File: src/rtl/slr_pkg.sv
// shared widths, limits and codes for the servo linear ramp
package slr_pkg;

  // payload widths
  localparam int KIND_W  = 1;
  localparam int CH_W    = 3;
  localparam int PULSE_W = 12;
  localparam int DUR_W   = 16;
  localparam int POSQ_W  = 28;

  // clamped move time fits here
  localparam int TIME_W  = 14;

  // item kinds
  localparam logic [KIND_W-1:0] KIND_SET  = 1'b0;
  localparam logic [KIND_W-1:0] KIND_TICK = 1'b1;

  // pulse and time limits
  localparam int PULSE_MAX      = 2490;
  localparam int PULSE_MIN_SET  = 510;
  localparam int PULSE_MIN_TICK = 500;
  localparam int PULSE_RESET    = 1500;
  localparam int TIME_MAX       = 10000;

  // parameter defaults
  localparam int CHANNELS_DEF  = 4;
  localparam int TICK_MS_DEF   = 20;
  localparam int FRAC_BITS_DEF = 16;

endpackage

File: src/rtl/slr_if.sv
// valid/ready channels for command/tick beats and result beats

interface slr_in_if;
  logic                         valid;
  logic                         ready;
  logic [slr_pkg::KIND_W-1:0]   kind;
  logic [slr_pkg::CH_W-1:0]     channel;
  logic [slr_pkg::PULSE_W-1:0]  target_us;
  logic [slr_pkg::DUR_W-1:0]    duration_ms;

  modport source (output valid, kind, channel, target_us, duration_ms, input ready);
  modport sink   (input valid, kind, channel, target_us, duration_ms, output ready);
endinterface

interface slr_out_if;
  logic                         valid;
  logic                         ready;
  logic [slr_pkg::CH_W-1:0]     channel_out;
  logic [slr_pkg::POSQ_W-1:0]   position_q16;
  logic [slr_pkg::PULSE_W-1:0]  position_us;
  logic                         moving;
  logic                         ignored;

  modport source (output valid, channel_out, position_q16, position_us, moving, ignored,
                  input ready);
  modport sink   (input valid, channel_out, position_q16, position_us, moving, ignored,
                  output ready);
endinterface

File: src/rtl/slr_mem.sv
// per-channel state memory, registered read, entries read as reset word until written
module slr_mem #(
  parameter int               DEPTH    = 4,
  parameter int               WIDTH    = 8,
  parameter int               AW       = 2,
  parameter logic [WIDTH-1:0] RST_WORD = '0
) (
  input  logic             clk,
  input  logic             rst_n,
  input  logic             we,
  input  logic [AW-1:0]    waddr,
  input  logic [WIDTH-1:0] wdata,
  input  logic             re,
  input  logic [AW-1:0]    raddr,
  output logic [WIDTH-1:0] rdata
);

  logic [WIDTH-1:0] mem [DEPTH];
  logic [DEPTH-1:0] vld_r;
  logic [WIDTH-1:0] rdata_r;
  logic             rvld_r;

  always_ff @(posedge clk) begin
    if (we) begin
      mem[waddr] <= wdata;
    end
    if (re) begin
      rdata_r <= mem[raddr];
    end
  end

  always_ff @(posedge clk) begin
    if (!rst_n) begin
      vld_r  <= '0;
      rvld_r <= 1'b0;
    end else begin
      if (we) begin
        vld_r[waddr] <= 1'b1;
      end
      if (re) begin
        rvld_r <= vld_r[raddr];
      end
    end
  end

  assign rdata = rvld_r ? rdata_r : RST_WORD;

endmodule

File: src/rtl/slr_div.sv
// unsigned restoring divider, one quotient bit per cycle
module slr_div #(
  parameter int NUM_W = 35,
  parameter int DEN_W = 14
) (
  input  logic             clk,
  input  logic             rst_n,
  input  logic             start,
  input  logic [NUM_W-1:0] num,
  input  logic [DEN_W-1:0] den,
  output logic             done,
  output logic [NUM_W-1:0] quo
);

  localparam int CNT_W = $clog2(NUM_W + 1);

  logic             busy_r;
  logic             done_r;
  logic [CNT_W-1:0] cnt_r;
  logic [NUM_W-1:0] num_r;
  logic [NUM_W-1:0] quo_r;
  logic [DEN_W-1:0] den_r;
  logic [DEN_W:0]   rem_r;
  logic [DEN_W:0]   rem_sh;
  logic             ge;
  logic [DEN_W:0]   rem_nx;

  always_comb begin
    rem_sh = {rem_r[DEN_W-1:0], num_r[NUM_W-1]};
    ge     = rem_sh >= {1'b0, den_r};
    rem_nx = ge ? (rem_sh - {1'b0, den_r}) : rem_sh;
  end

  always_ff @(posedge clk) begin
    if (!rst_n) begin
      busy_r <= 1'b0;
      done_r <= 1'b0;
      cnt_r  <= '0;
    end else begin
      done_r <= 1'b0;
      if (start) begin
        busy_r <= 1'b1;
        cnt_r  <= CNT_W'(NUM_W);
        num_r  <= num;
        den_r  <= den;
        rem_r  <= '0;
        quo_r  <= '0;
      end else if (busy_r) begin
        num_r <= {num_r[NUM_W-2:0], 1'b0};
        rem_r <= rem_nx;
        quo_r <= {quo_r[NUM_W-2:0], ge};
        cnt_r <= cnt_r - 1'b1;
        if (cnt_r == CNT_W'(1)) begin
          busy_r <= 1'b0;
          done_r <= 1'b1;
        end
      end
    end
  end

  assign done = done_r;
  assign quo  = quo_r;

endmodule

File: src/rtl/servo_linear_ramp.sv
// servo linear ramp: per-channel pulse ramp driven by set and tick beats
// one beat in flight at a time; a result waits in the output register while the next beat enters
// set with a move: S_LOAD, S_EVAL, S_MUL, S_DIVGO, S_DIV (bit-serial divider), S_DONE; out-of-range: S_DONE
// tick with a step: S_LOAD, S_EVAL, S_TSTEP, S_DONE; tick with no step, stop or jump: S_LOAD, S_EVAL, S_DONE
// synchronous active-low reset; every channel reads 1500 us, target 1500, no increment
// until first written (per-entry valid bits, no clearing pass)
module servo_linear_ramp #(
  parameter int CHANNELS  = slr_pkg::CHANNELS_DEF,
  parameter int TICK_MS   = slr_pkg::TICK_MS_DEF,
  parameter int FRAC_BITS = slr_pkg::FRAC_BITS_DEF
) (
  input  logic      clk,
  input  logic      rst_n,
  slr_in_if.sink    in_ch,
  slr_out_if.source out_ch
);

  // state word widths
  localparam int PW      = slr_pkg::PULSE_W;
  localparam int CUR_W   = PW + FRAC_BITS;       // unsigned current pulse
  localparam int INC_W   = CUR_W + 1;            // signed increment
  localparam int TK_W    = $clog2(TICK_MS + 1);
  localparam int NUM_W   = CUR_W + TK_W;         // |distance| * tick
  localparam int TW      = slr_pkg::TIME_W;
  localparam int AW      = (CHANNELS > 1) ? $clog2(CHANNELS) : 1;
  localparam int ENTRY_W = CUR_W + PW + INC_W;

  localparam logic [CUR_W-1:0]   CUR_RST  = CUR_W'(slr_pkg::PULSE_RESET) << FRAC_BITS;
  localparam logic [PW-1:0]      TGT_RST  = PW'(slr_pkg::PULSE_RESET);
  localparam logic [ENTRY_W-1:0] RST_WORD = {CUR_RST, TGT_RST, {INC_W{1'b0}}};

  localparam logic [PW-1:0] P_MAX      = PW'(slr_pkg::PULSE_MAX);
  localparam logic [PW-1:0] P_MIN_SET  = PW'(slr_pkg::PULSE_MIN_SET);
  localparam logic [PW-1:0] P_MIN_TICK = PW'(slr_pkg::PULSE_MIN_TICK);
  localparam logic [TW-1:0] T_MAX      = TW'(slr_pkg::TIME_MAX);
  localparam logic [TW-1:0] T_TICK     = TW'(TICK_MS);

  typedef enum logic [2:0] {
    S_IDLE, S_LOAD, S_EVAL, S_MUL, S_DIVGO, S_DIV, S_TSTEP, S_DONE
  } state_t;

  state_t state_r;

  // latched beat
  logic [slr_pkg::KIND_W-1:0] kind_r;
  logic [slr_pkg::CH_W-1:0]   ch_r;
  logic [PW-1:0]              tin_r;
  logic [slr_pkg::DUR_W-1:0]  dur_r;
  logic                       ign_r;

  // working copy of the channel entry
  logic [CUR_W-1:0] cur_r;
  logic [PW-1:0]    tgt_r;
  logic [INC_W-1:0] inc_r;

  // set path
  logic [CUR_W-1:0] mag_r;
  logic             neg_r;
  logic             nz_r;
  logic [TW-1:0]    time_r;
  logic [NUM_W-1:0] prod_r;

  // tick path
  logic             near_r;
  logic [CUR_W-1:0] tq_r;
  logic [CUR_W-1:0] sat_r;

  // result register
  logic                     out_valid_r;
  logic [slr_pkg::CH_W-1:0] out_chan_r;
  logic [slr_pkg::POSQ_W-1:0] out_posq_r;
  logic [PW-1:0]            out_posus_r;
  logic                     out_mov_r;
  logic                     out_ign_r;

  logic in_fire;
  logic in_range;
  logic out_free;

  // memory and divider hookup
  logic [ENTRY_W-1:0] mem_rdata;
  logic               mem_we;
  logic               div_done;
  logic [NUM_W-1:0]   div_quo;

  // combinational working values
  logic [PW-1:0]    aim_c;
  logic [TW-1:0]    time_c;
  logic [CUR_W-1:0] aim_q;
  logic [CUR_W:0]   sdiff;
  logic [PW-1:0]    ttgt_c;
  logic [CUR_W-1:0] tq_c;
  logic [CUR_W:0]   tdist;
  logic [CUR_W:0]   tabs;
  logic [INC_W-1:0] inc_abs;
  logic [INC_W:0]   inc2;
  logic [INC_W:0]   sum;
  logic [CUR_W-1:0] sat_c;
  logic [CUR_W-1:0] qmag;
  logic [INC_W-1:0] inc_new;

  assign in_fire  = in_ch.valid && in_ch.ready;
  assign in_range = {1'b0, in_ch.channel} < (slr_pkg::CH_W + 1)'(CHANNELS);
  assign out_free = !out_valid_r || out_ch.ready;
  assign mem_we   = (state_r == S_DONE) && out_free && !ign_r;

  slr_mem #(
    .DEPTH    (CHANNELS),
    .WIDTH    (ENTRY_W),
    .AW       (AW),
    .RST_WORD (RST_WORD)
  ) u_mem (
    .clk   (clk),
    .rst_n (rst_n),
    .we    (mem_we),
    .waddr (AW'(ch_r)),
    .wdata ({cur_r, tgt_r, inc_r}),
    .re    (in_fire && in_range),
    .raddr (AW'(in_ch.channel)),
    .rdata (mem_rdata)
  );

  slr_div #(
    .NUM_W (NUM_W),
    .DEN_W (TW)
  ) u_div (
    .clk   (clk),
    .rst_n (rst_n),
    .start (state_r == S_DIVGO),
    .num   (prod_r),
    .den   (time_r),
    .done  (div_done),
    .quo   (div_quo)
  );

  always_comb begin
    // set: clamp target and time, signed distance to the target
    if (tin_r > P_MAX) begin
      aim_c = P_MAX;
    end else if (tin_r < P_MIN_SET) begin
      aim_c = P_MIN_SET;
    end else begin
      aim_c = tin_r;
    end
    if (dur_r > slr_pkg::DUR_W'(T_MAX)) begin
      time_c = T_MAX;
    end else begin
      time_c = TW'(dur_r);
    end
    aim_q = {aim_c, {FRAC_BITS{1'b0}}};
    sdiff = {1'b0, aim_q} - {1'b0, cur_r};

    // tick: clamp aim, distance against twice the increment
    if (tgt_r > P_MAX) begin
      ttgt_c = P_MAX;
    end else if (tgt_r < P_MIN_TICK) begin
      ttgt_c = P_MIN_TICK;
    end else begin
      ttgt_c = tgt_r;
    end
    tq_c    = {ttgt_c, {FRAC_BITS{1'b0}}};
    tdist   = {1'b0, tq_c} - {1'b0, cur_r};
    tabs    = tdist[CUR_W] ? (~tdist + 1'b1) : tdist;
    inc_abs = inc_r[INC_W-1] ? (~inc_r + 1'b1) : inc_r;
    inc2    = {inc_abs, 1'b0};

    // step with saturation to the pulse width
    sum = {2'b00, cur_r} + {inc_r[INC_W-1], inc_r};
    if (sum[INC_W]) begin
      sat_c = '0;
    end else if (sum[CUR_W]) begin
      sat_c = '1;
    end else begin
      sat_c = sum[CUR_W-1:0];
    end

    // quotient to signed increment, never zero while distance remains
    qmag = div_quo[CUR_W-1:0];
    if (qmag == '0 && nz_r) begin
      qmag = CUR_W'(1);
    end
    inc_new = neg_r ? (~{1'b0, qmag} + 1'b1) : {1'b0, qmag};
  end

  always_ff @(posedge clk) begin
    if (!rst_n) begin
      state_r     <= S_IDLE;
      out_valid_r <= 1'b0;
    end else begin
      // a result handed over in S_DONE reloads the register in the same cycle
      if (out_valid_r && out_ch.ready && (state_r != S_DONE)) begin
        out_valid_r <= 1'b0;
      end
      unique case (state_r)
        S_IDLE: begin
          if (in_fire) begin
            kind_r  <= in_ch.kind;
            ch_r    <= in_ch.channel;
            tin_r   <= in_ch.target_us;
            dur_r   <= in_ch.duration_ms;
            ign_r   <= !in_range;
            state_r <= in_range ? S_LOAD : S_DONE;
          end
        end
        S_LOAD: begin
          {cur_r, tgt_r, inc_r} <= mem_rdata;
          state_r <= S_EVAL;
        end
        S_EVAL: begin
          if (kind_r == slr_pkg::KIND_SET) begin
            if (tin_r == '0) begin
              // stop where we are
              inc_r   <= '0;
              tgt_r   <= cur_r[CUR_W-1:FRAC_BITS];
              state_r <= S_DONE;
            end else if (time_c < T_TICK) begin
              // too short to ramp, jump
              tgt_r   <= aim_c;
              cur_r   <= aim_q;
              inc_r   <= '0;
              state_r <= S_DONE;
            end else begin
              tgt_r   <= aim_c;
              time_r  <= time_c;
              neg_r   <= sdiff[CUR_W];
              nz_r    <= sdiff != '0;
              mag_r   <= sdiff[CUR_W] ? CUR_W'(~sdiff + 1'b1) : sdiff[CUR_W-1:0];
              state_r <= S_MUL;
            end
          end else if (inc_r == '0) begin
            state_r <= S_DONE;
          end else begin
            near_r  <= {1'b0, tabs} <= inc2;
            tq_r    <= tq_c;
            sat_r   <= sat_c;
            state_r <= S_TSTEP;
          end
        end
        S_MUL: begin
          prod_r  <= NUM_W'(mag_r) * NUM_W'(TICK_MS);
          state_r <= S_DIVGO;
        end
        S_DIVGO: begin
          state_r <= S_DIV;
        end
        S_DIV: begin
          if (div_done) begin
            inc_r   <= inc_new;
            state_r <= S_DONE;
          end
        end
        S_TSTEP: begin
          if (near_r) begin
            // close enough, snap onto the aim
            cur_r <= tq_r;
            inc_r <= '0;
          end else begin
            cur_r <= sat_r;
          end
          state_r <= S_DONE;
        end
        S_DONE: begin
          // hand over the result once the output register is free
          if (out_free) begin
            out_valid_r <= 1'b1;
            out_chan_r  <= ch_r;
            out_ign_r   <= ign_r;
            if (ign_r) begin
              out_posq_r  <= '0;
              out_posus_r <= '0;
              out_mov_r   <= 1'b0;
            end else begin
              out_posq_r  <= slr_pkg::POSQ_W'(cur_r);
              out_posus_r <= cur_r[CUR_W-1:FRAC_BITS];
              out_mov_r   <= inc_r != '0;
            end
            state_r <= S_IDLE;
          end
        end
        default: state_r <= S_IDLE;
      endcase
    end
  end

  assign in_ch.ready         = (state_r == S_IDLE);
  assign out_ch.valid        = out_valid_r;
  assign out_ch.channel_out  = out_chan_r;
  assign out_ch.position_q16 = out_posq_r;
  assign out_ch.position_us  = out_posus_r;
  assign out_ch.moving       = out_mov_r;
  assign out_ch.ignored      = out_ign_r;

endmodule
File: src/flat_wrapper.sv
// flat-port wrapper written by rule: the top's interface ports become plain ports
module servo_linear_ramp_flat 
#(
  parameter int CHANNELS  = slr_pkg::CHANNELS_DEF,
  parameter int TICK_MS   = slr_pkg::TICK_MS_DEF,
  parameter int FRAC_BITS = slr_pkg::FRAC_BITS_DEF
)
  (clk, rst_n, in_ch_valid, in_ch_kind, in_ch_channel, in_ch_target_us, in_ch_duration_ms, in_ch_ready, out_ch_valid, out_ch_channel_out, out_ch_position_q16, out_ch_position_us, out_ch_moving, out_ch_ignored, out_ch_ready);
  slr_in_if in_ch_i ();
  slr_out_if out_ch_i ();
  input  logic clk;
  input  logic rst_n;
  input wire logic [$bits(in_ch_i.valid)-1:0] in_ch_valid;
  input wire logic [$bits(in_ch_i.kind)-1:0] in_ch_kind;
  input wire logic [$bits(in_ch_i.channel)-1:0] in_ch_channel;
  input wire logic [$bits(in_ch_i.target_us)-1:0] in_ch_target_us;
  input wire logic [$bits(in_ch_i.duration_ms)-1:0] in_ch_duration_ms;
  output wire logic [$bits(in_ch_i.ready)-1:0] in_ch_ready;
  output wire logic [$bits(out_ch_i.valid)-1:0] out_ch_valid;
  output wire logic [$bits(out_ch_i.channel_out)-1:0] out_ch_channel_out;
  output wire logic [$bits(out_ch_i.position_q16)-1:0] out_ch_position_q16;
  output wire logic [$bits(out_ch_i.position_us)-1:0] out_ch_position_us;
  output wire logic [$bits(out_ch_i.moving)-1:0] out_ch_moving;
  output wire logic [$bits(out_ch_i.ignored)-1:0] out_ch_ignored;
  input wire logic [$bits(out_ch_i.ready)-1:0] out_ch_ready;
  assign in_ch_i.valid = in_ch_valid;
  assign in_ch_i.kind = in_ch_kind;
  assign in_ch_i.channel = in_ch_channel;
  assign in_ch_i.target_us = in_ch_target_us;
  assign in_ch_i.duration_ms = in_ch_duration_ms;
  assign in_ch_ready = in_ch_i.ready;
  assign out_ch_valid = out_ch_i.valid;
  assign out_ch_channel_out = out_ch_i.channel_out;
  assign out_ch_position_q16 = out_ch_i.position_q16;
  assign out_ch_position_us = out_ch_i.position_us;
  assign out_ch_moving = out_ch_i.moving;
  assign out_ch_ignored = out_ch_i.ignored;
  assign out_ch_i.ready = out_ch_ready;
  servo_linear_ramp #(.CHANNELS(CHANNELS), .TICK_MS(TICK_MS), .FRAC_BITS(FRAC_BITS)) u_core (.clk(clk), .rst_n(rst_n), .in_ch(in_ch_i), .out_ch(out_ch_i));
endmodule
File: config.mk
export PLATFORM = sky130hd
export DESIGN_NAME = servo_linear_ramp_flat
export DESIGN_NICKNAME = d
export VERILOG_FILES = /design/src/rtl/slr_pkg.sv /design/src/rtl/slr_if.sv /design/src/rtl/slr_mem.sv /design/src/rtl/slr_div.sv /design/src/rtl/servo_linear_ramp.sv /design/src/flat_wrapper.sv
export SDC_FILE = /design/constraint.sdc
export NUM_CORES = 1
export LEC_CHECK = 0
export ABC_AREA = 1
export BUFFER_PORTS_ARGS = -buffer_cell sky130_fd_sc_hd__buf_2
export CORE_ASPECT_RATIO = 2
export CORE_UTILIZATION = 45
export CTS_CLUSTER_DIAMETER = 50
export DETAILED_ROUTE_END_ITERATION = 10
export GPL_TIMING_DRIVEN = 0
export HOLD_SLACK_MARGIN = 0.06
export SYNTH_ARGS = -nofsm -noshare
export SYNTH_HDL_FRONTEND = slang
export SYNTH_SLANG_ARGS = --single-unit
File: constraint.sdc
create_clock -name clk -period 9 [get_ports clk]
set_input_delay 1.35 -clock clk [delete_from_list [all_inputs] [get_ports clk]]
set_output_delay 1.35 -clock clk [all_outputs]
set_load 0.1 [all_outputs]
======== After elaboration in Yosys (flattened, before gate mapping) ========
Memories as Yosys holds them, arrays and structs flattened. A register that Yosys moved wholly into a read port is not among the register bits.
Cells that the tools add are included.
operators by class
  add/sub/neg operators ................... 9
  multiply operators ...................... 1
  div/mod/pow operators ................... 0
  order comparisons ....................... 12
  equality and inequality tests ........... 17
  shift-type cells ........................ 0
  muxes and demuxes ....................... 55
  bitwise operators ....................... 11
  reductions and logical operators ........ 35
operators by type and width
  operator                 count
  $mux W29                 8
  $mux W28                 8
  $pmux W29 S4             1
  $add A29 B1 Y29 const B  3
  $pmux W28 S3             1
  $mux W12                 6
  $mux W69                 1
  $mux W33                 2
  $not A29 Y29             2
  $reduce_bool A29 Y1      2
  $sub A28 B28 Y29         2
  $mux W14                 3
  $mul A28 B3 Y31 const B  1
  $add A29 B29 Y30         1
  $le A29 B30 Y1           1
  $logic_not A29 Y1        1
  $not A28 Y29             1
  $add A28 B1 Y28 const B  1
  $logic_not A28 Y1        1
  $not A28 Y28             1
  $gt A12 B12 Y1 const B   2
  $lt A12 B9 Y1 const B    2
  $pmux W12 S2             1
  $pmux W3 S8              1
  38 further kinds         87
word-level totals
  bits in registers ....................... 368
  latch bits .............................. 0
  RAM bits ................................ 276
  memory bits (read-only) ................. 0
  input port bits ......................... 36
  output and inout port bits .............. 47
  logic and storage cells ................. 175
  memories ................................ 1
memories
  name              depth  width  read ports  clocked after memory_dff  wr ports  line           source
  u_core.u_mem.mem  4      69     1           1                         1         slr_mem.sv:18  logic [WIDTH-1:0] mem [DEPTH];

======== Logic depth before layout (Yosys ltp) ========
  depth in word-level cells ............... 8
  mapped depth ............................ 32
  mapped depth without buffers ............ 32

======== Cells and area by module ========
Synthesis repeated with hierarchy kept, for this count alone.
unflattened totals
  cell total of the unflattened synthesis .. 3902
  area, all modules ....................... 37124.4 µm²
modules (own cells, without submodules)
  module             times used  cells an instance  area each (µm²)  seq. area each (µm²)
  servo_linear_ramp  1           2419               18910.6          7557.2
  slr_mem            1           913                13083.8          10460.0
  slr_div            1           570                5129.9           2982.9

======== Worst setup path after synthesis ========
No wires, ideal clock.
  path kind ............................... input -> register
  start ................................... input port rst_n
  end ..................................... register u_core.u_div.num_r[10] (enable)
  library setup time ...................... 608 ps
  arrival ................................. 6625 ps
  slack ................................... 1767 ps
  stages on the path ...................... 2
  buffers on the path ..................... 0
  cell sequence ........................... inv_1 o21ai_0
between the ends
  cells in the longest elaborated chain, start to end .. 1
ends and longest elaborated chain
  what                                line                source
  start, declared                     flat_wrapper.sv:12  input logic rst_n;
  $reduce_and A2 Y1 (no source line)  -
  end signal, assigned                slr_div.sv:44       num_r <= num;
  end signal, assigned                slr_div.sv:49       num_r <= {num_r[NUM_W-2:0], 1'b0};
  end, declared                       slr_div.sv:20       logic [NUM_W-1:0] num_r;
No other way between the ends.
A chain may end at the register's enable or synchronous reset.

======== Worst setup path in the final report ========
  start ................................... register u_core.tgt_r[9]
  end ..................................... register u_core.near_r (data pin)
between the ends
  cells in the longest elaborated chain, start to end .. 8
  elaborated cells on any way between the ends .. 9
  classes of those cells .................. add/sub: 2; order compare: 3; mux: 3; bitwise: 1
ends and longest elaborated chain
  what                    line                      source
  start, declared         servo_linear_ramp.sv:53   logic [PW-1:0] tgt_r;
  start signal, assigned  servo_linear_ramp.sv:206  {cur_r, tgt_r, inc_r} <= mem_rdata;
  start signal, assigned  servo_linear_ramp.sv:214  tgt_r <= cur_r[CUR_W-1:FRAC_BITS];
  start signal, assigned  servo_linear_ramp.sv:218  tgt_r <= aim_c;
  $lt A12 B9 Y1           servo_linear_ramp.sv:156  end else if (tgt_r < P_MIN_TICK) begin
  $mux W12                servo_linear_ramp.sv:156
  $mux W12 (*)            servo_linear_ramp.sv:154  if (tgt_r > P_MAX) begin
  via u_core.ttgt_c[0]    servo_linear_ramp.sv:91   logic [PW-1:0] ttgt_c;
  $sub A28 B28 Y29 (*)    servo_linear_ramp.sv:162  tdist = {1'b0, tq_c} - {1'b0, cur_r};
  $not A29 Y29            servo_linear_ramp.sv:163  tabs = tdist[CUR_W] ? (~tdist + 1'b1) : tdist;
  $add A29 B1 Y29         servo_linear_ramp.sv:163
  $mux W29 (*)            servo_linear_ramp.sv:163
  $le A29 B30 Y1 (*)      servo_linear_ramp.sv:233  near_r <= {1'b0, tabs} <= inc2;
  end signal, assigned    servo_linear_ramp.sv:233
  end, declared           servo_linear_ramp.sv:64   logic near_r;
Mark *: on every way through the listed nets, which the timed path passes. The rest lies on a longest branch.

==> results.py <==
metrics = {
    "status": {
        "status": "finished clean",
    },
    "floorplan": {
        "die_w_um": 201,
        "die_h_um": 400,
        "core_area_um2": 78400,
        "die-area_um2": 80600,
        "num_rows": 145,
        "initial_core_util_pct": 45.6,
        "io_pins": 83,
    },
    "finish": {
        "n_antenna_cell": 0,
        "finalInstanceArea_um2": 40500,
        "num-fill-cells": 7247,
        "nNetsFinal": 4005,
        "area_growth_pct": 13.4,
        "drive_gt1_share_pct": 8.69,
    },
    "job": {
        "drv_cap": 0,
    },
    "synth": {
        "synth.area.top_cells": "edfxtp_1 57%, nand2_1 7.3%, ha_1 5.4%",
        "synth_area_per_cell_um2": 9.91,
        "yosysTopAreaCell": "edfxtp_1",
        "netlist_instances": 3607,
        "yosys_register_bits": 698,
        "synth_top_area_share_pct": 57.2,
        "synthFlopType": "edfxtp_1",
        "syn-num-nets": 3801,
        "synthArstFlopShare_pct": 0,
        "synth-edff-count": 681,
        "synthDistinctLibCells": 59,
        "synth_common_cells": "693 x nand2_1, 681 x edfxtp_1, 461 x nor2_1, 378 x inv_1, 324 x o21ai_0",
        "synth_area_um2": 35700,
        "yosysMostFrequentCell": "nand2_1",
        "yosysSeqAreaShare_pct": 58.2,
        "ys_warn_count": 0,
    },
    "global_routing": {
        "grtUsageTotal_pct": 28.1,
        "antenna_found_initial": 0,
        "grt_first_pass_wirelength_um": 166000,
        "grt_pass1_vias": 26900,
        "grt_max_degree": 31,
        "overflow": 0,
    },
    "sta": {
        "hold_viol_final": 0,
        "fin_ws_ps": 3000,
        "fin_skew_ps": 43.5,
        "fin_hold_ws_ps": 424,
        "setup_viol": 0,
        "fin_crit_ps": 6000,
        "max_slew.worst_pin.slew_ps": 1340,
        "slew_headroom_pct": 10.6,
        "rsz0062_at_grt": "false",
        "finalCritPeriodShare_pct": 66.6,
        "drv_slew": 0,
        "fmaxAchievable_mhz": 167,
    },
    "clock_network": {
        "path_clk_slew_ps": 70,
        "cts-resized-gates": 0,
        "htree_levels": 3,
        "cts_sinks": 698,
        "cts-root-buf": "clkbuf_16",
        "clock_latency_ps": 680,
        "cts_hold_buffers": 0,
        "cts_tree": "yes",
        "cts-buffers-inserted": 68,
        "postCtsSetupRepairBufs": 0,
        "ctsLongestPathBuffers": 3,
    },
    "placement": {
        "placed_cell_area_um2": 38200,
        "place_hpwl_um": 87200,
        "place_ws_ps": 3030,
        "gp_congestion": 0.966,
        "io_buffers": 82,
    },
    "route": {
        "wire_per_inst_um": 23.1,
        "initialDrtViolationCount": 2030,
        "antenna_left": 0,
        "firstDrtPassIters": 5,
        "via_per_inst": 5.51,
        "vias": 27000,
        "wl_um": 113000,
        "post-route-drc-count": 0,
    },
    "critical_path": {
        "critPathLaunch": "u_core.tgt_r[9]",
        "cp.required_ps": 9410,
        "critical_path_class": "reg -> reg",
        "critical-path-max-stage-delay_ps": 870,
        "r2r_cells": 28,
        "startpoint_type": "flop",
        "r2r_slack_ps": 3000,
        "rr_endpoint": "u_core.near_r",
        "cp_slowest_cell": "nor3_1",
        "crit_end": "u_core.near_r",
        "worstPathArrival_ps": 6410,
        "path_max_fanout": 10,
        "end_kind": "flop",
        "r2r-start": "u_core.tgt_r[9]",
        "crit_top_cell": "nand2_1",
    },
    "power_and_ir_drop": {
        "leakage_uw": 0.0160,
        "ir_drop_v": 0.000178,
        "power_density_nw_per_um2": 284,
    },
    "worst_hold_path": {
        "min_path_type": "reg -> reg",
    },
}
through the flow:
step           instances  power [uW]  utilization, %  setup TNS, ps
6_report            4895       11500            51.7              0
4_1_cts             4895       11500            51.7              0
2_1_floorplan       3607        7110               -              0
3_5_place_dp        4770        8470            48.7              0
5_1_grt             4895       12100            51.7              0
3_3_place_gp        4718        8430            47.8        -844900
power by group:
group / switching [uW] / internal [uW]
clock: 1370 / 1660
combinational: 2680 / 1190
sequential: 410 / 4180
flip-flops by register name, summed over array words and instances, names as in the netlist, 28 cells and up:
register,flops
u_core.prod_r,31
u_core.inc_r,29
u_core.u_div.quo,28
u_core.u_mem.mem,276
u_core.cur_r,28
u_core.u_div.num_r,31
u_core.sat_r,28
u_core.u_mem.rdata_r,69
u_core.mag_r,28
worst min-delay path by stage:
stage                          start                    end  slack, ps  cells past startpoint
floorplan           u_core.time_r[0]  u_core.u_div.den_r[0]        400                      0
global placement    u_core.time_r[2]  u_core.u_div.den_r[2]        410                      0
detailed placement  u_core.time_r[3]  u_core.u_div.den_r[3]        410                      0
CTS                 u_core.time_r[2]  u_core.u_div.den_r[2]        420                      0
global route        u_core.time_r[3]  u_core.u_div.den_r[3]        440                      0
finish              u_core.time_r[2]  u_core.u_div.den_r[2]        420                      0
kinds of logic after synthesis:
| logic type | share of synthesized area [%] |
|---|---|
| xor+xnor | 3.31 |
| fa+ha+maj | 5.60 |
| compound gates | 10.1 |
| buf+inv | 5.40 |
| flops | 58.2 |
| simple gates | 17.4 |
critical path: cells and delay by family, from the launching register on:
kind,cells,cell delay [ps]
AO/OA/AOI/OAI,6,1380
buffers and inverters,4,550
adder cells (fa/ha/maj),2,670
AND/OR/NAND/NOR,16,2630
flip-flops,1,470
metal layers:
layer  up-vias  global-route usage [%]  routed length (um)
li1      12900                       -                   -
met1     12900                    27.4               37900
met2       858                    51.8               59400
met3       326                    3.98                5020
met4         0                    23.5               10800
met5         -                       0                   0
final cells by class:
class | count | area (um2) | share of cell area (%)
clock inverters | 50 | 617 | 1.52
plain buffers | 113 | 485 | 1.20
repair buffers | 134 | 1080 | 2.66
well taps | 1029 | 1290 | 3.18
clock buffers | 75 | 1730 | 4.26
inverters | 385 | 1450 | 3.57
multi-input cells | 2411 | 13100 | 32.3
flip-flops and latches | 698 | 20800 | 51.3
layout by cell type, fill, tap and decap left out, types with 17 or more instances in the layout:
cell type	instances
nand2_1	693
edfxtp_1	681
nor2_1	457
inv_1	378
o21ai_0	323
ha_1	155
nand3_1	152
a21oi_1	151
clkbuf_1	93
buf_2	91
xor2_1	75
o22ai_1	69
clkbuf_16	68
nor3_1	53
xnor2_1	47
nand4_1	36
buf_6	36
o211ai_1	18
buf_4	17
dfxtp_1	17
Power figures use the tool's default switching activity.
